[src/hdl/irt_pkg.sv]
// Shared types and constants for the integer-to-radix-text converter.
// No dependencies; the other files of the block import this package, apart from irt_ram.
package irt_pkg;

  localparam int unsigned BASE_W  = 6;
  localparam int unsigned CHAR_W  = 8;
  localparam int unsigned DIGIT_W = 6;

  localparam logic [BASE_W-1:0]  BASE_MIN   = 6'd2;
  localparam logic [BASE_W-1:0]  BASE_MAX   = 6'd36;
  localparam logic [BASE_W-1:0]  BASE_DEC   = 6'd10;
  localparam logic [DIGIT_W-1:0] DIGIT_MAX  = 6'd35;
  localparam logic [DIGIT_W-1:0] DIGIT_TEN  = 6'd10;
  localparam logic [CHAR_W-1:0]  CHAR_ZERO  = 8'h30;
  localparam logic [CHAR_W-1:0]  CHAR_LOW_A = 8'h61;
  localparam logic [CHAR_W-1:0]  CHAR_MINUS = 8'h2D;
  localparam logic [CHAR_W-1:0]  CHAR_NONE  = 8'h00;

  // Commands from the controller to the datapath.
  typedef struct packed {
    logic load;       // capture value and base of a new request
    logic step;       // one restoring-division bit step
    logic store;      // write the remainder digit and clear the remainder
    logic rd_en;      // read one digit from the digit store
    logic out_minus;  // load a '-' into the output register
    logic out_digit;  // load the digit just read into the output register
    logic out_inv;    // load the invalid-base marker into the output register
    logic out_last;   // last flag that goes with the character loaded
  } cmd_t;

  // Status from the datapath to the controller.
  typedef struct packed {
    logic invalid;    // captured base lies outside 2 to 36
    logic neg_dec;    // captured value was negative and the base is ten
    logic quot_zero;  // running quotient has reached zero
    logic out_free;   // output register can take a character this cycle
  } status_t;

  // Maps a digit value to its lower-case ASCII character.
  function automatic logic [CHAR_W-1:0] digit_char(input logic [DIGIT_W-1:0] d);
    logic [DIGIT_W-1:0] dc;
    dc = (d > DIGIT_MAX) ? DIGIT_MAX : d;
    if (dc < DIGIT_TEN) begin
      return CHAR_ZERO + {2'b00, dc};
    end else begin
      return CHAR_LOW_A + {2'b00, dc - DIGIT_TEN};
    end
  endfunction

endpackage

[src/hdl/irt_stream_if.sv]
// Valid/ready channel interfaces for the request and character streams.
// Depends on irt_pkg for the fixed field widths.
interface irt_in_if #(
  parameter int unsigned VALUE_WIDTH = 32
);
  import irt_pkg::*;
  logic                   valid;
  logic                   ready;
  logic [VALUE_WIDTH-1:0] value;
  logic [BASE_W-1:0]      base;

  modport source (output valid, output value, output base, input ready);
  modport sink   (input valid, input value, input base, output ready);
endinterface

interface irt_out_if;
  import irt_pkg::*;
  logic              valid;
  logic              ready;
  logic [CHAR_W-1:0] char_code;
  logic              last;
  logic              invalid_base;

  modport source (output valid, output char_code, output last, output invalid_base,
                  input ready);
  modport sink   (input valid, input char_code, input last, input invalid_base,
                  output ready);
endinterface

[src/hdl/irt_ram.sv]
// Generic single-port-write, single-port-read RAM with a registered read.
// No dependencies.
module irt_ram #(
  parameter int unsigned WIDTH = 6,
  parameter int unsigned DEPTH = 32
) (
  input  logic                     clk_i,
  input  logic                     we_i,
  input  logic [$clog2(DEPTH)-1:0] waddr_i,
  input  logic [WIDTH-1:0]         wdata_i,
  input  logic                     re_i,
  input  logic [$clog2(DEPTH)-1:0] raddr_i,
  output logic [WIDTH-1:0]         rdata_o
);

  logic [WIDTH-1:0] mem_q [DEPTH];
  logic [WIDTH-1:0] rdata_q;

  always_ff @(posedge clk_i) begin
    if (we_i) begin
      mem_q[waddr_i] <= wdata_i;
    end
    if (re_i) begin
      rdata_q <= mem_q[raddr_i];
    end
  end

  assign rdata_o = rdata_q;

endmodule

[src/hdl/irt_datapath.sv]
// Datapath: bit-serial divider by the base, digit store and output register.
// Depends on irt_pkg and irt_ram.
module irt_datapath
  import irt_pkg::*;
#(
  parameter int unsigned VALUE_WIDTH = 32
) (
  input  logic                             clk_i,
  input  logic                             rst_ni,
  input  cmd_t                             cmd_i,
  output status_t                          status_o,
  input  logic [$clog2(VALUE_WIDTH)-1:0]   wr_addr_i,
  input  logic [$clog2(VALUE_WIDTH)-1:0]   rd_addr_i,
  input  logic [VALUE_WIDTH-1:0]           value_i,
  input  logic [BASE_W-1:0]                base_i,
  output logic                             out_valid_o,
  input  logic                             out_ready_i,
  output logic [CHAR_W-1:0]                char_code_o,
  output logic                             last_o,
  output logic                             invalid_base_o
);

  logic [VALUE_WIDTH-1:0] quot_q, quot_d;
  logic [DIGIT_W-1:0]     rem_q, rem_d;
  logic [BASE_W-1:0]      base_q;
  logic                   neg_dec_q;
  logic                   in_neg_dec;
  logic [DIGIT_W:0]       trial;
  logic [DIGIT_W:0]       diff;
  logic                   fits;
  logic [DIGIT_W-1:0]     rd_digit;
  logic                   out_valid_q, out_valid_d;
  logic [CHAR_W-1:0]      char_q;
  logic                   last_q;
  logic                   inv_q;
  logic                   out_free;

  assign in_neg_dec = value_i[VALUE_WIDTH-1] && (base_i == BASE_DEC);

  // One restoring-division step: shift in the next dividend bit and try the base.
  assign trial = {rem_q, quot_q[VALUE_WIDTH-1]};
  assign diff  = trial - {1'b0, base_q};
  assign fits  = (trial >= {1'b0, base_q});

  always_comb begin
    quot_d = quot_q;
    rem_d  = rem_q;
    if (cmd_i.load) begin
      quot_d = in_neg_dec ? (~value_i + 1'b1) : value_i;
      rem_d  = '0;
    end else if (cmd_i.step) begin
      quot_d = {quot_q[VALUE_WIDTH-2:0], fits};
      rem_d  = fits ? diff[DIGIT_W-1:0] : trial[DIGIT_W-1:0];
    end else if (cmd_i.store) begin
      rem_d  = '0;
    end
  end

  always_ff @(posedge clk_i) begin
    quot_q <= quot_d;
    rem_q  <= rem_d;
    if (cmd_i.load) begin
      base_q    <= base_i;
      neg_dec_q <= in_neg_dec;
    end
  end

  irt_ram #(
    .WIDTH (DIGIT_W),
    .DEPTH (VALUE_WIDTH)
  ) u_digit_store (
    .clk_i   (clk_i),
    .we_i    (cmd_i.store),
    .waddr_i (wr_addr_i),
    .wdata_i (rem_q),
    .re_i    (cmd_i.rd_en),
    .raddr_i (rd_addr_i),
    .rdata_o (rd_digit)
  );

  assign out_free = !out_valid_q || out_ready_i;

  always_comb begin
    out_valid_d = out_valid_q;
    if (cmd_i.out_minus || cmd_i.out_digit || cmd_i.out_inv) begin
      out_valid_d = 1'b1;
    end else if (out_ready_i) begin
      out_valid_d = 1'b0;
    end
  end

  always_ff @(posedge clk_i or negedge rst_ni) begin
    if (!rst_ni) begin
      out_valid_q <= 1'b0;
    end else begin
      out_valid_q <= out_valid_d;
    end
  end

  always_ff @(posedge clk_i) begin
    if (cmd_i.out_minus) begin
      char_q <= CHAR_MINUS;
      last_q <= 1'b0;
      inv_q  <= 1'b0;
    end else if (cmd_i.out_digit) begin
      char_q <= digit_char(rd_digit);
      last_q <= cmd_i.out_last;
      inv_q  <= 1'b0;
    end else if (cmd_i.out_inv) begin
      char_q <= CHAR_NONE;
      last_q <= 1'b1;
      inv_q  <= 1'b1;
    end
  end

  assign status_o.invalid   = (base_q < BASE_MIN) || (base_q > BASE_MAX);
  assign status_o.neg_dec   = neg_dec_q;
  assign status_o.quot_zero = (quot_q == '0);
  assign status_o.out_free  = out_free;

  assign out_valid_o    = out_valid_q;
  assign char_code_o    = char_q;
  assign last_o         = last_q;
  assign invalid_base_o = inv_q;

endmodule

[src/hdl/irt_ctrl.sv]
// Controller: sequences division steps, digit stores and character output.
// Depends on irt_pkg for the command and status types.
module irt_ctrl
  import irt_pkg::*;
#(
  parameter int unsigned VALUE_WIDTH = 32
) (
  input  logic                           clk_i,
  input  logic                           rst_ni,
  input  logic                           in_valid_i,
  output logic                           in_ready_o,
  input  status_t                        status_i,
  output cmd_t                           cmd_o,
  output logic [$clog2(VALUE_WIDTH)-1:0] wr_addr_o,
  output logic [$clog2(VALUE_WIDTH)-1:0] rd_addr_o
);

  localparam int unsigned AW = $clog2(VALUE_WIDTH);
  localparam int unsigned CW = $clog2(VALUE_WIDTH + 1);
  localparam logic [AW-1:0] BIT_LAST  = AW'(VALUE_WIDTH - 1);
  localparam logic [CW-1:0] DIGIT_CAP = CW'(VALUE_WIDTH);

  typedef enum logic [2:0] {
    S_IDLE,
    S_CHECK,
    S_MINUS,
    S_DIV,
    S_STORE,
    S_READ,
    S_EMIT,
    S_INV
  } state_e;

  state_e        state_q, state_d;
  logic [AW-1:0] bit_cnt_q, bit_cnt_d;
  logic [CW-1:0] n_q, n_d;
  logic [CW-1:0] n_inc;
  logic [AW-1:0] rd_idx_q, rd_idx_d;

  assign n_inc = n_q + 1'b1;

  always_comb begin
    state_d   = state_q;
    bit_cnt_d = bit_cnt_q;
    n_d       = n_q;
    rd_idx_d  = rd_idx_q;
    cmd_o     = '0;
    case (state_q)
      S_IDLE: begin
        if (in_valid_i) begin
          cmd_o.load = 1'b1;
          state_d    = S_CHECK;
        end
      end
      S_CHECK: begin
        bit_cnt_d = '0;
        n_d       = '0;
        if (status_i.invalid) begin
          state_d = S_INV;
        end else if (status_i.neg_dec) begin
          state_d = S_MINUS;
        end else begin
          state_d = S_DIV;
        end
      end
      S_MINUS: begin
        if (status_i.out_free) begin
          cmd_o.out_minus = 1'b1;
          state_d         = S_DIV;
        end
      end
      S_DIV: begin
        cmd_o.step = 1'b1;
        bit_cnt_d  = bit_cnt_q + 1'b1;
        if (bit_cnt_q == BIT_LAST) begin
          state_d = S_STORE;
        end
      end
      S_STORE: begin
        cmd_o.store = 1'b1;
        n_d         = n_inc;
        bit_cnt_d   = '0;
        if (status_i.quot_zero || (n_inc == DIGIT_CAP)) begin
          rd_idx_d = n_q[AW-1:0];
          state_d  = S_READ;
        end else begin
          state_d = S_DIV;
        end
      end
      S_READ: begin
        cmd_o.rd_en = 1'b1;
        state_d     = S_EMIT;
      end
      S_EMIT: begin
        if (status_i.out_free) begin
          cmd_o.out_digit = 1'b1;
          cmd_o.out_last  = (rd_idx_q == '0);
          if (rd_idx_q == '0) begin
            state_d = S_IDLE;
          end else begin
            rd_idx_d = rd_idx_q - 1'b1;
            state_d  = S_READ;
          end
        end
      end
      S_INV: begin
        if (status_i.out_free) begin
          cmd_o.out_inv = 1'b1;
          state_d       = S_IDLE;
        end
      end
      default: begin
        state_d = S_IDLE;
      end
    endcase
  end

  always_ff @(posedge clk_i or negedge rst_ni) begin
    if (!rst_ni) begin
      state_q   <= S_IDLE;
      bit_cnt_q <= '0;
      n_q       <= '0;
      rd_idx_q  <= '0;
    end else begin
      state_q   <= state_d;
      bit_cnt_q <= bit_cnt_d;
      n_q       <= n_d;
      rd_idx_q  <= rd_idx_d;
    end
  end

  assign in_ready_o = (state_q == S_IDLE);
  assign wr_addr_o  = n_q[AW-1:0];
  assign rd_addr_o  = rd_idx_q;

endmodule

[src/hdl/integer_to_radix_text.sv]
// Integer to radix text: one character request out per digit, MSB first.
// A leading '-' for a negative base-ten value is loaded into the output
// register before division starts; the digits follow once all are stored.
// A new request is taken only after the last character of the previous one
// has been loaded into the output register; the divider produces one quotient bit per cycle.
// Reset: rst_ni is asynchronous and active low; it returns the controller to idle
// and empties the output register. The digit store is not cleared.
module integer_to_radix_text
  import irt_pkg::*;
#(
  parameter int unsigned VALUE_WIDTH = 32
) (
  input  logic      clk_i,
  input  logic      rst_ni,
  irt_in_if.sink    req_i,
  irt_out_if.source rsp_o
);

  // Command and status between the controller and the datapath.
  cmd_t    cmd;
  status_t status;

  // Digit store addresses: the write address is the running digit count,
  // the read address walks back down from the most significant digit.
  logic [$clog2(VALUE_WIDTH)-1:0] wr_addr;
  logic [$clog2(VALUE_WIDTH)-1:0] rd_addr;

  // The controller accepts a request only when idle. Each digit takes
  // VALUE_WIDTH restoring-division steps followed by a store; once
  // the quotient reaches zero the digits are read back and handed to the
  // output register one at a time, waiting on the downstream ready.
  irt_ctrl #(
    .VALUE_WIDTH (VALUE_WIDTH)
  ) u_ctrl (
    .clk_i      (clk_i),
    .rst_ni     (rst_ni),
    .in_valid_i (req_i.valid),
    .in_ready_o (req_i.ready),
    .status_i   (status),
    .cmd_o      (cmd),
    .wr_addr_o  (wr_addr),
    .rd_addr_o  (rd_addr)
  );

  // The datapath holds the divider, the digit store and the output register,
  // so the next request may enter while the final character still waits.
  irt_datapath #(
    .VALUE_WIDTH (VALUE_WIDTH)
  ) u_datapath (
    .clk_i          (clk_i),
    .rst_ni         (rst_ni),
    .cmd_i          (cmd),
    .status_o       (status),
    .wr_addr_i      (wr_addr),
    .rd_addr_i      (rd_addr),
    .value_i        (req_i.value),
    .base_i         (req_i.base),
    .out_valid_o    (rsp_o.valid),
    .out_ready_i    (rsp_o.ready),
    .char_code_o    (rsp_o.char_code),
    .last_o         (rsp_o.last),
    .invalid_base_o (rsp_o.invalid_base)
  );

endmodule

[src/flat_wrapper.sv]
// flat-port wrapper written by rule: the top's interface ports become plain ports
module integer_to_radix_text_flat import irt_pkg::*;
#(
  parameter int unsigned VALUE_WIDTH = 32
)
  (clk_i, rst_ni, req_i_valid, req_i_value, req_i_base, req_i_ready, rsp_o_valid, rsp_o_char_code, rsp_o_last, rsp_o_invalid_base, rsp_o_ready);
  irt_in_if #(.VALUE_WIDTH(VALUE_WIDTH)) req_i_i ();
  irt_out_if rsp_o_i ();
  input  logic clk_i;
  input  logic rst_ni;
  input wire logic [$bits(req_i_i.valid)-1:0] req_i_valid;
  input wire logic [$bits(req_i_i.value)-1:0] req_i_value;
  input wire logic [$bits(req_i_i.base)-1:0] req_i_base;
  output wire logic [$bits(req_i_i.ready)-1:0] req_i_ready;
  output wire logic [$bits(rsp_o_i.valid)-1:0] rsp_o_valid;
  output wire logic [$bits(rsp_o_i.char_code)-1:0] rsp_o_char_code;
  output wire logic [$bits(rsp_o_i.last)-1:0] rsp_o_last;
  output wire logic [$bits(rsp_o_i.invalid_base)-1:0] rsp_o_invalid_base;
  input wire logic [$bits(rsp_o_i.ready)-1:0] rsp_o_ready;
  assign req_i_i.valid = req_i_valid;
  assign req_i_i.value = req_i_value;
  assign req_i_i.base = req_i_base;
  assign req_i_ready = req_i_i.ready;
  assign rsp_o_valid = rsp_o_i.valid;
  assign rsp_o_char_code = rsp_o_i.char_code;
  assign rsp_o_last = rsp_o_i.last;
  assign rsp_o_invalid_base = rsp_o_i.invalid_base;
  assign rsp_o_i.ready = rsp_o_ready;
  integer_to_radix_text #(.VALUE_WIDTH(VALUE_WIDTH)) u_core (.clk_i(clk_i), .rst_ni(rst_ni), .req_i(req_i_i), .rsp_o(rsp_o_i));
endmodule
[config.mk]
export PLATFORM = sky130hd
export DESIGN_NAME = integer_to_radix_text_flat
export DESIGN_NICKNAME = d
export VERILOG_FILES = /design/src/hdl/irt_pkg.sv /design/src/hdl/irt_stream_if.sv /design/src/hdl/irt_ram.sv /design/src/hdl/irt_datapath.sv /design/src/hdl/irt_ctrl.sv /design/src/hdl/integer_to_radix_text.sv /design/src/flat_wrapper.sv
export SDC_FILE = /design/constraint.sdc
export NUM_CORES = 1
export LEC_CHECK = 0
export ABC_AREA = 1
export BUFFER_PORTS_ARGS = -buffer_cell sky130_fd_sc_hd__buf_2
export CELL_PAD_IN_SITES_DETAIL_PLACEMENT = 1
export CELL_PAD_IN_SITES_GLOBAL_PLACEMENT = 2
export CORE_MARGIN = 2
export CORE_UTILIZATION = 40
export CTS_CLUSTER_SIZE = 20
export DETAILED_ROUTE_END_ITERATION = 7
export GPL_TIMING_DRIVEN = 0
export PLACE_DENSITY_LB_ADDON = 0.1
export RECOVER_POWER = 50
export SLEW_MARGIN = 20
export SYNTH_ARGS = -nofsm -noshare
export SYNTH_HDL_FRONTEND = slang
export SYNTH_SLANG_ARGS = --single-unit
[constraint.sdc]
create_clock -name clk_i -period 2.91 [get_ports clk_i]
set_input_delay 0.582 -clock clk_i [delete_from_list [all_inputs] [get_ports clk_i]]
set_output_delay 0.582 -clock clk_i [all_outputs]
set_load 0.005 [all_outputs]
==> summary.txt, run 1 <==
Status
  – Outcome: finished with violations
  – Failing checks: max-capacitance violations, max-slew violations

Drt
  – Highest metal used: met4
  – Met2 WL post-DR: 18640 µm
  – Antenna Nets Post-Route: 0
  – Final wirelength: approximately 38000 µm
  – Routed len/inst: between 20 and 25 µm
  – Residual DRC: 0
  – Met3 WL: about 1500 µm
  – Total number of vias: about 10000
  – Avg Vias per Cell: about 5.3
  – DRT met1 WL: roughly 17000 µm
  – DRT Pass-1 Iters: 5
  – Iter 0 DRT Violations: 615

Die
  – Die height: 184.1 µm
  – Initial core utilization: 40.90%
  – Core Region: 31720 µm²
  – Die X-Extent: 184.1 µm
  – Die ar.: about 34000 µm²
  – # IOs: 54
  – Rows: 65

Power
  – VDD IR-drop max: 0.5664 mV
  – Total power: 0.01362 W
  – Leak: 5.630 nW
  – PD cells: 921.3 nW/µm²

Clock network
  – # Post-CTS Setup Buffers: 0
  – CTS tree: yes
  – Clock Path Buffers: 3
  – Worst skew pair latency: 0.57 ns
  – CTS H-tree depth: 1
  – Hold buffer count at cts: 1
  – TritonCTS Sinks: 273
  – Post-CTS Resized: 0
  – Register clock-pin slew on the reported worst setup and hold paths: 0.06 ns
  – CTS root buffer: clkbuf_16
  – CTS buffer count: 31

Critical path
  – CP required: 3.12 ns
  – R2R Path Start: u_core.u_ctrl.state_q[1]
  – Worst Setup Path Type: reg2reg
  – CP Capture Point: u_core.u_datapath.u_digit_store.mem_q[28][4]
  – Worst-case reg-to-reg path depth: 6
  – R2R setup slack: 0.30 ns
  – Reg-to-Reg End: u_core.u_datapath.u_digit_store.mem_q[28][4]
  – Crit path launch: u_core.u_ctrl.state_q[1]
  – Crit path DAT: 2.82 ns
  – Crit Path Max Fanout: 10
  – CP Capture Type: flip-flop
  – Setup crit start kind: flip-flop

Synth
  – #FFs+latches synth: roughly 270
  – Count leader, synth: nand2_1
  – Synth unique cells: 46
  – Post-synth EDFFs: 237
  – Synth Net Count: 1384
  – Mapped Cells: 1325
  – Yosys warns: 0
  – Ys flop type: edfxtp_1
  – Synth area leaders: edfxtp_1, nand2_1, nor2_1
  – Top post-synthesis cells by count: nand2_1, edfxtp_1, nor2_1
  – Yosys top cell by area: edfxtp_1
  – Synthesized area: 12970 µm²
  – Area share of the leading cell type in the synthesized netlist: 54.86%
  – Synthesized area per cell: 9.791 µm²
  – Sequential fraction of the synthesis area: 61.19%
  – Async SR Flop Fraction: 7.326%

Min path
  – Worst hold stages: 1
  – Hold Crit Class: in2reg

Place
  – Post-Place Cells: 1783
  – Dpl ws: 0.2517 ns
  – Hpwl dp: 27450 µm
  – GPL Wtd Cong: 0.8342
  – Port Buf Inserts: 53

Flow run
  – Max Cap Viol: 3

Cells and area
  – Nets: 1474
  – Antenna diode count: 0
  – Seq. cell area: approximately 7900 µm²
  – Fillers: 3636
  – Post-Layout Cell Count: 1838
  – Share of cells above drive strength 1: between 10% and 20%
  – Multi-input logic area: 4369 µm²
  – Area Overhead vs Synth: 13.95%

STA
  – Slew Viols, Final: 100
  – Worst-margin pin slew: 1.857 ns
  – Min Tclk post-route: ~2.6 ns
  – Maximum clock frequency: 382.5 MHz
  – Fin crit share: about 90%
  – RSZ-0062 raised after global routing: false
  – Max_slew headroom: -23.78%
  – Skew final: approximately 0.03 ns
  – Hold Vio Cnt, Final: 0
  – PnR worst setup slack: just under 0.3 ns
  – Final setup fails: 0

GRT
  – GR Overflow Total: 0
  – First-pass GRT wire length: 59840 µm
  – Via count of the first global-routing pass: approximately 10000
  – Total GRT Usage: between 20% and 30%
  – Initial antenna violation count: 0
  – Largest net degree at the start of global routing: 37
flip-flops by register name, summed over array words and instances, names as in the netlist, 3 cells and up:
register                                 flops
u_core.u_datapath.u_digit_store.mem_q      192
u_core.u_datapath.quot_q                    32
u_core.u_datapath.char_code_o                8
u_core.u_ctrl.n_q                            6
u_core.u_datapath.base_q                     6
u_core.u_datapath.rem_q                      6
u_core.u_datapath.u_digit_store.rdata_o      6
u_core.u_ctrl.bit_cnt_q                      5
u_core.u_ctrl.rd_addr_o                      5
u_core.u_ctrl.state_q                        3
worst min path at each step:
stage | slack (ns) | startpoint | endpoint
6_report | 0.23 | req_i_base[2] | u_core.u_datapath.base_q[2]
3_3_place_gp | 0.45 | u_core.u_datapath.char_code_o[0] | u_core.u_datapath.char_code_o[0]
4_1_cts | 0.19 | req_i_base[2] | u_core.u_datapath.base_q[2]
5_1_grt | 0.24 | req_i_base[2] | u_core.u_datapath.base_q[2]
3_5_place_dp | 0.46 | u_core.u_datapath.char_code_o[2] | u_core.u_datapath.char_code_o[2]
2_1_floorplan | 0.29 | rst_ni | u_core.u_ctrl.bit_cnt_q[0]
routing by layer:
metal | track usage (%) | vias up
li1 | - | 4751
met1 | 30.46 | 4735
met3 | 2.595 | 62
met4 | 7.232 | 0
met5 | 0 | -
met2 | 41.10 | 220
layout by cell type, fill, tap and decap left out, types with 2 or more instances in the layout:
cell / netlist / layout
a21oi_1: 27 / 27
buf_2: 25 / 58
buf_4: 9 / 8
buf_6: 2 / 2
bufinv_16: 0 / 6
clkbuf_1: 16 / 42
clkbuf_16: 0 / 31
clkinv_1: 0 / 3
clkinv_2: 0 / 6
clkinv_4: 0 / 2
clkinvlp_4: 0 / 2
dfrtp_1: 20 / 20
dfxtp_1: 16 / 14
dfxtp_2: 0 / 2
edfxtp_1: 237 / 237
ha_1: 16 / 16
inv_1: 90 / 93
inv_2: 9 / 6
inv_6: 0 / 2
nand2_1: 265 / 265
nand2_2: 3 / 3
nand3_1: 83 / 84
nand3_2: 8 / 7
nand3b_1: 2 / 2
nand4_1: 16 / 16
nor2_1: 227 / 227
nor2_2: 3 / 3
nor2_4: 4 / 4
nor3_1: 10 / 10
o211ai_1: 26 / 26
o21ai_0: 121 / 126
o21ai_1: 18 / 14
o21ai_2: 3 / 2
o221ai_1: 2 / 2
o22ai_1: 29 / 29
o31ai_1: 3 / 3
xnor2_1: 4 / 4
xor2_1: 15 / 15
through the flow:
step,TNS (ns),util (%),area (µm²),hold WS [ns]
floorplan,0,-,12970,0.2864
global placement,-0.05826,43.32,13740,0.4529
detailed placement,0,43.54,13810,0.4584
CTS,0,46.90,14880,0.1912
global route,0,46.60,14780,0.2391
finish,0,46.60,14780,0.2349
layout make-up:
class                   instances  share of cell area (%)
clock buffers                  33                   5.299
multi-input cells             899                   29.56
inverters                     100                   2.556
flip-flops and latches        273                   53.72
well taps                     402                   3.403
repair buffers                 57                   1.803
clock inverters                21                   1.837
plain buffers                  53                   1.828
report_power, final:
part / internal (W) / leakage (nW) / switching (W)
Combinational: 0.00117 / 2.53 / 0.00290
Sequential: 0.00510 / 2.58 / 0.000401
Clock: 0.00247 / 0.515 / 0.00158
Total: 0.00875 / 5.63 / 0.00487
kinds of logic after synthesis:
group | after synthesis | synth area share (%)
buf+inv | 153 | 5.064
simple gates | 624 | 20.18
compound gates | 238 | 10.47
xor+xnor | 20 | 1.408
fa+ha+maj | 17 | 1.698
flops | 273 | 61.19
worst max-delay path: stages, from the launching register on:
cell     delay (ns)
dfrtp_1        0.44
nor2_1         0.17
nand2_1        0.18
inv_1          0.16
buf_2          0.23
nand2_1        0.42
nor2_1         0.67
Power figures use the tool's default switching activity.
==> run 2, diff against run 1 <==
- BUFFER_PORTS_ARGS: -buffer_cell sky130_fd_sc_hd__buf_2 -> default
- CORE_UTILIZATION: 40 -> 41
- DONT_BUFFER_PORTS: default -> 1
- SLEW_MARGIN: 20 -> 10
==> run 2 against run 1 <==
Against the previous run:
- maximum frequency is 0.47% lower
- largest power group unchanged
- power is 1.7% lower
- largest cell class unchanged
- utilization is 0.40 points lower
- die area is 2.4% lower
- the flow finishes with violations (max-capacitance violations)
==> summary.txt, run 2 (synthesized netlist as in run 1, its figures left out) <==
Cells and area
  – Antenna diode count: 0 (unchanged)
  – Layout Utilization: 46.21% (was 46.60%)
  – Multi-input logic area: 4369 µm² (unchanged)
  – Most frequent cells in the layout: nand2_1, edfxtp_1, nor2_1 (unchanged)
  – Seq. cell area: 7944 µm² (was 7940 µm²)
  – Top reg by flops: u_core.u_datapath.u_digit_store.mem_q (unchanged)
  – Post-Layout Cell Count: 1786 (was 1838)
  – Finished Cell Area: 14510 µm² (was 14780 µm²)
  – Fillers: 3568 (was 3636)
  – Number of flip-flops in the largest register: 192 (unchanged)
  – Nets: 1418 (was 1474)
  – Share of cells above drive strength 1: 8.526% (was 10.45%)
  – Area Overhead vs Synth: 11.82% (was 13.95%)
  – Commonest non-fill, non-tap cell in the layout: nand2_1 (unchanged)

Drt
  – Total number of vias: 9718 (was 9768)
  – Antenna Nets Post-Route: 0 (unchanged)
  – Final wirelength: 38780 µm (was 38370 µm)
  – Iter 0 DRT Violations: 596 (was 615)
  – Residual DRC: 0 (unchanged)
  – DRT Pass-1 Iters: 5 (unchanged)
  – Routed len/inst: 21.71 µm (was 20.88 µm)
  – Avg Vias per Cell: 5.441 (was 5.314)

Place
  – Hpwl dp: 27810 µm (was 27450 µm)
  – DP Area: 13480 µm² (was 13810 µm²)
  – Port Buf Inserts: 0 (was 53)
  – GPL Wtd Cong: 0.8506 (was 0.8342)
  – Post-Place Cells: 1727 (was 1783)

Clock network
  – Worst skew pair latency: 0.58 ns (was 0.57 ns)
  – CTS buffer count: 31 (unchanged)
  – CTS tree: yes (unchanged)
  – CTS root buffer: clkbuf_16 (unchanged)
  – # Post-CTS Setup Buffers: 0 (unchanged)
  – Clock Path Buffers: 3 (unchanged)
  – CTS H-tree depth: 1 (unchanged)
  – Register clock-pin slew on the reported worst setup and hold paths: 0.06 ns (about the same)
  – TritonCTS Sinks: 273 (unchanged)

Min path
  – Hold Crit Class: in2reg (unchanged)
  – Worst hold stages: 0 (was 1)

Critical path
  – Crit Path Max Fanout: 10 (unchanged)
  – Slowest Stage Delay on Critical Path: 0.73 ns (was 0.67 ns)
  – Critical-path top delay cell: nor2_1 (unchanged)
  – Worst Setup Path Type: reg2reg (unchanged)
  – Setup crit start kind: flip-flop (unchanged)
  – CP Capture Type: flip-flop (unchanged)
  – CP top delay family: simple AND/OR/NAND/NOR gates (unchanged)
  – CP required: 3.12 ns (about the same)
  – Crit path depth: 6 (unchanged)
  – Worst-case reg-to-reg path depth: 6 (unchanged)
  – Crit path cell chain: nor2_1 -> nand2_1 -> inv_1 -> buf_2 -> nand2_1 -> nor2_1 (unchanged)
  – Crit path DAT: 2.83 ns (was 2.82 ns)
  – Crit path buffers/inverters: 2 (unchanged)

Die
  – Core Region: 31390 µm² (was 31720 µm²)
  – # IOs: 54 (unchanged)
  – Rows: 65 (unchanged)
  – Die height: 181.9 µm (was 184.1 µm)
  – Initial core utilization: 41.32% (was 40.90%)
  – Die X-Extent: 181.9 µm (was 184.1 µm)
  – Die ar.: 33080 µm² (was 33890 µm²)

STA
  – Max_slew headroom: 0.02382% (was -23.78%)
  – Fin crit share: 90.27% (was 89.85%)
  – RSZ-0062 raised after global routing: false (unchanged)
  – TNS Setup: 0 ns (unchanged)
  – Slew Viols, Final: 0 (was 100)
  – Hold Vio Cnt, Final: 0 (unchanged)
  – Skew final: 0.02491 ns (was 0.02979 ns)
  – Final setup fails: 0 (unchanged)
  – Maximum clock frequency: 380.7 MHz (was 382.5 MHz)
  – Min Tclk post-route: 2.627 ns (was 2.615 ns)
  – Worst-margin pin slew: 1.498 ns (was 1.857 ns)

Status
  – Outcome: finished with violations (unchanged)
  – Failing checks: max-capacitance violations (was max-capacitance violations, max-slew violations)

GRT
  – Largest net degree at the start of global routing: 37 (unchanged)
  – GR Overflow Total: 0 (unchanged)
  – Initial antenna violation count: 0 (unchanged)
  – Via count of the first global-routing pass: 10240 (was 10360)
  – Total GRT Usage: 23.87% (was 23.43%)
  – First-pass GRT wire length: 60170 µm (was 59840 µm)

Power
  – VDD IR-drop max: 0.4950 mV (was 0.5664 mV)
  – Leak: 5.460 nW (was 5.630 nW)
  – PD cells: 922.7 nW/µm² (was 921.3 nW/µm²)

Flow run
  – Max Cap Viol: 1 (was 3)
==> run 2: cell types whose count changed in the layout (fill, tap and decap cells not counted), moves of 2 or more <==
cell | previous run | this run
dfxtp_2 | 2 | 5
inv_6 | 2 | 0
buf_2 | 58 | 22
dfxtp_1 | 14 | 11
clkinv_2 | 6 | 8
clkbuf_1 | 42 | 26
clkinv_4 | 2 | 0
o21ai_0 | 126 | 128
o21ai_1 | 14 | 12
bufinv_16 | 6 | 3
clkbuf_8 | 0 | 4
==> run 2: metrics by stage <==
step	worst slack, ns	power (W)	hold WS (ns)
finish	0.2830	0.01338	0.1170
global route	0.08757	0.01419	0.1026
CTS	0.1972	0.01349	0.09811
detailed placement	0.2026	0.009583	0.2871
global placement	-0.03070	0.009478	0.2872
floorplan	0.7231	0.008062	0.2864
==> run 2: final cells by class <==
| cell class | count | share of cell area (%) |
|---|---|---|
| Inverter | 100 | 2.605 |
| Tap cell | 402 | 3.468 |
| Sequential cell | 273 | 54.77 |
| Buffer | 53 | 1.898 |
| Clock inverter | 16 | 1.164 |
| Multi-Input combinational cell | 899 | 30.12 |
| Timing Repair Buffer | 1 | 0.06901 |
| Clock buffer | 42 | 5.909 |
==> run 2: repair_timing <==
action	in CTS	in global routing
gates resized for setup	0	0
hold buffers	1	0
endpoints found under the hold margin	20	0
==> run 2: metal layers <==
layer  wire, µm  global-route usage [%]  vias to the layer above
li1           -                       -                     4643
met1      17120                   31.14                     4837
met2      18950                   41.82                      176
met3       1391                   2.587                       62
met4       1319                   7.645                        0
met5          0                       0                        -
==> run 2: path summary, 6_finish.rpt <==
kind | from | slack [ns] | end
max | u_core.u_ctrl.state_q[1] | 0.28 | u_core.u_datapath.u_digit_store.mem_q[24][5]
min | req_i_base[3] | 0.12 | u_core.u_datapath.base_q[3]
max reg2reg | u_core.u_ctrl.state_q[1] | 0.28 | u_core.u_datapath.u_digit_store.mem_q[24][5]
min reg2reg | u_core.u_datapath.char_code_o[7] | 0.49 | u_core.u_datapath.char_code_o[7]
max in group asynchronous | rst_ni | 1.64 | u_core.u_ctrl.bit_cnt_q[1]
min in group asynchronous | rst_ni | 0.63 | u_core.u_ctrl.rd_addr_o[3]
==> run 2: report_power, final <==
group | internal [W] | leakage, nW | switching [W]
combinational | 0.00112 | 2.37 | 0.00269
clock | 0.00233 | 0.507 | 0.00160
sequential | 0.00510 | 2.58 | 0.000558
total | 0.00854 | 5.46 | 0.00484
==> run 3, diff against run 2 <==
- BUFFER_PORTS_ARGS: default -> -buffer_cell sky130_fd_sc_hd__buf_2
- CORE_UTILIZATION: 41 -> 40
- DONT_BUFFER_PORTS: 1 -> default
==> run 3 against run 2 <==
Against the previous run:
- the run ends with max-capacitance violations, max-slew violations left
- largest power group unchanged
- sequential share of layout area shrank 0.93 points
- final cell count grew 2.9%
- die area grew 2.4%
- clock-buffer cell count shrank 6
- register-to-register slack is essentially flat
- routed wire length shrank 1.0%
- power grew 1.1%
- clock power grew 2%
- cell area grew 1.7%
- sequential power is essentially flat
- largest cell class unchanged
- combinational power grew 3%
==> summary.txt, run 3 (synthesized netlist as in run 1, its figures left out) <==
Status
  – Outcome: finished with violations (unchanged)
  – Failing checks: max-capacitance violations, max-slew violations (was max-capacitance violations)

Critical path
  – Worst Setup Path Type: reg2reg (unchanged)
  – Crit path cell chain: nor2_1 -> nand2_1 -> inv_1 -> buf_2 -> nand2_1 -> nor2_1 (unchanged)
  – Setup crit start kind: flip-flop (unchanged)
  – Crit Path Max Fanout: 10 (unchanged)
  – CP Capture Type: flip-flop (unchanged)
  – CP top delay family: simple AND/OR/NAND/NOR gates (unchanged)
  – Crit path buffers/inverters: 2 (unchanged)
  – R2R Path Start: u_core.u_ctrl.state_q[1] (unchanged)
  – Slowest Stage Delay on Critical Path: 0.63 ns (was 0.73 ns)
  – Crit path DAT: 2.80 ns (was 2.83 ns)
  – Critical-path top delay cell: nor2_1 (unchanged)
  – Crit path launch: u_core.u_ctrl.state_q[1] (unchanged)
  – CP required: 3.10 ns (was 3.12 ns)

Clock network
  – CTS H-tree depth: 1 (unchanged)
  – Register clock-pin slew on the reported worst setup and hold paths: 0.06 ns (about the same)
  – CTS root buffer: clkbuf_16 (unchanged)
  – Clock Path Buffers: 3 (unchanged)
  – Hold buffer count at cts: 1 (unchanged)
  – CTS buffer count: 31 (unchanged)
  – TritonCTS Sinks: 273 (unchanged)
  – # Post-CTS Setup Buffers: 0 (unchanged)
  – CTS tree: yes (unchanged)
  – Worst skew pair latency: 0.57 ns (was 0.58 ns)
  – Post-CTS Resized: 0 (unchanged)

Cells and area
  – Nets: 1471 (was 1418)
  – Layout Utilization: 46.52% (was 46.21%)
  – Area Overhead vs Synth: 13.75% (was 11.82%)
  – Fillers: 3608 (was 3568)
  – Top reg by flops: u_core.u_datapath.u_digit_store.mem_q (unchanged)
  – Share of cells above drive strength 1: 10.65% (was 8.526%)
  – Commonest non-fill, non-tap cell in the layout: nand2_1 (unchanged)
  – Number of flip-flops in the largest register: 192 (unchanged)
  – Most frequent cells in the layout: nand2_1, edfxtp_1, nor2_1 (unchanged)
  – Antenna diode count: 0 (unchanged)

Drt
  – Total number of vias: 9687 (was 9718)
  – DRT Pass-1 Iters: 7 (was 5)
  – Iter 0 DRT Violations: 582 (was 596)
  – Avg Vias per Cell: 5.270 (was 5.441)
  – Antenna Nets Post-Route: 0 (unchanged)
  – Routed len/inst: 20.89 µm (was 21.71 µm)
  – Residual DRC: 0 (unchanged)
  – Final wirelength: 38400 µm (was 38780 µm)

Die
  – Core Region: 31720 µm² (was 31390 µm²)
  – Die X-Extent: 184.1 µm (was 181.9 µm)
  – Rows: 65 (unchanged)
  – Die height: 184.1 µm (was 181.9 µm)
  – Die ar.: 33890 µm² (was 33080 µm²)
  – Initial core utilization: 40.90% (was 41.32%)
  – # IOs: 54 (unchanged)

STA
  – Min Tclk post-route: 2.615 ns (was 2.627 ns)
  – Fin crit share: 89.86% (was 90.27%)
  – Max_slew headroom: -2.885% (was 0.02382%)
  – Slew Viols, Final: 37 (was 0)
  – Skew final: 0.02556 ns (was 0.02491 ns)
  – Hold Vio Cnt, Final: 0 (unchanged)
  – Maximum clock frequency: 382.4 MHz (was 380.7 MHz)
  – Final setup fails: 0 (unchanged)
  – PnR worst setup slack: 0.2951 ns (was 0.2830 ns)
  – RSZ-0062 raised after global routing: false (unchanged)
  – Worst-margin pin slew: 1.541 ns (was 1.498 ns)

GRT
  – Grt met2 use: 41.51% (was 41.82%)
  – GRT met1 Usage: 30.44% (was 31.14%)
  – Total GRT Usage: 23.36% (was 23.87%)
  – GR Overflow Total: 0 (unchanged)
  – Gr busiest metal: met2 (unchanged)
  – Largest net degree at the start of global routing: 37 (unchanged)
  – Via count of the first global-routing pass: 10220 (was 10240)
  – Initial antenna violation count: 0 (unchanged)
  – First-pass GRT wire length: 59460 µm (was 60170 µm)
  – GR Layer Usage met3: 2.655% (was 2.587%)

Place
  – Hpwl dp: 27420 µm (was 27810 µm)
  – GPL Wtd Cong: 0.8342 (was 0.8506)
  – Dpl ws: 0.2362 ns (was 0.2026 ns)
  – Port Buf Inserts: 53 (was 0)

Min path
  – Hold Crit Class: in2reg (unchanged)
  – Hold_sp: req_i_base[3] (unchanged)

Power
  – Leak: 5.614 nW (was 5.460 nW)
  – VDD IR-drop max: 0.4559 mV (was 0.4950 mV)
  – PD cells: 917.1 nW/µm² (was 922.7 nW/µm²)

Flow run
  – Max Cap Viol: 1 (unchanged)
-- run 3: cell count changes in the layout (fill, tap and decap cells not counted), sizes merged --
cell and delta:
clkinvlp +3, clkbuf +12, clkinv -1, inv +1
buf +35, bufinv +2
-- run 3: final timing paths --
| kind | slack, ns | cells after the start | to |
|---|---|---|---|
| worst max-delay path | 0.30 | 6 | u_core.u_datapath.u_digit_store.mem_q[7][3] |
| worst min-delay path | 0.23 | 1 | u_core.u_datapath.base_q[3] |
| worst max register to register | 0.30 | 6 | u_core.u_datapath.u_digit_store.mem_q[7][3] |
| worst min register to register | 0.48 | 2 | u_core.u_datapath.char_code_o[0] |
| max in group asynchronous | 1.40 | 2 | u_core.u_ctrl.n_q[5] |
| min in group asynchronous | 0.78 | 2 | u_core.u_ctrl.rd_addr_o[2] |
-- run 3: per-layer routing --
metal | up-vias | routed length [µm]
li1 | 4752 | -
met1 | 4697 | 17070
met2 | 190 | 18960
met3 | 48 | 1407
met4 | 0 | 956
met5 | - | 0
-- run 3: cell type report --
class,count,area (µm²),share of cell area (%)
sequential,273,7944,53.83
multi-input combinational,899,4368,29.60
clock buffer,36,794.5,5.384
tap,402,503.0,3.408
inverter,100,377.9,2.561
buffer,53,270.3,1.831
timing repair buffer,54,255.2,1.730
clock inverter,21,244.0,1.653
-- run 3: worst register-to-register path, stage by stage, from the launching register on --
cell,delay [ns]
dfrtp_1,0.44
nor2_1,0.17
nand2_1,0.18
inv_1,0.17
buf_2,0.24
nand2_1,0.40
nor2_1,0.63
-- run 3: per-stage QoR --
stage | TNS, ns | instances | hold slack (ns) | area [µm²] | power [W]
after floorplan | 0 | 1325 | 0.2864 | 12970 | 0.008062
after global placement | -0.05826 | 1780 | 0.4529 | 13740 | 0.009586
after detailed placement | 0 | 1780 | 0.4615 | 13750 | 0.009684
after CTS | 0 | 1838 | 0.2003 | 14800 | 0.01368
after global routing | 0 | 1838 | 0.2448 | 14760 | 0.01437
final | 0 | 1838 | 0.2298 | 14760 | 0.01353
-- run 3: where the power goes --
group | total [W] | switching (W) | internal [W]
clock network | 0.00399 | 0.00159 | 0.00239
registers | 0.00564 | 0.000544 | 0.00510
logic | 0.00391 | 0.00274 | 0.00117
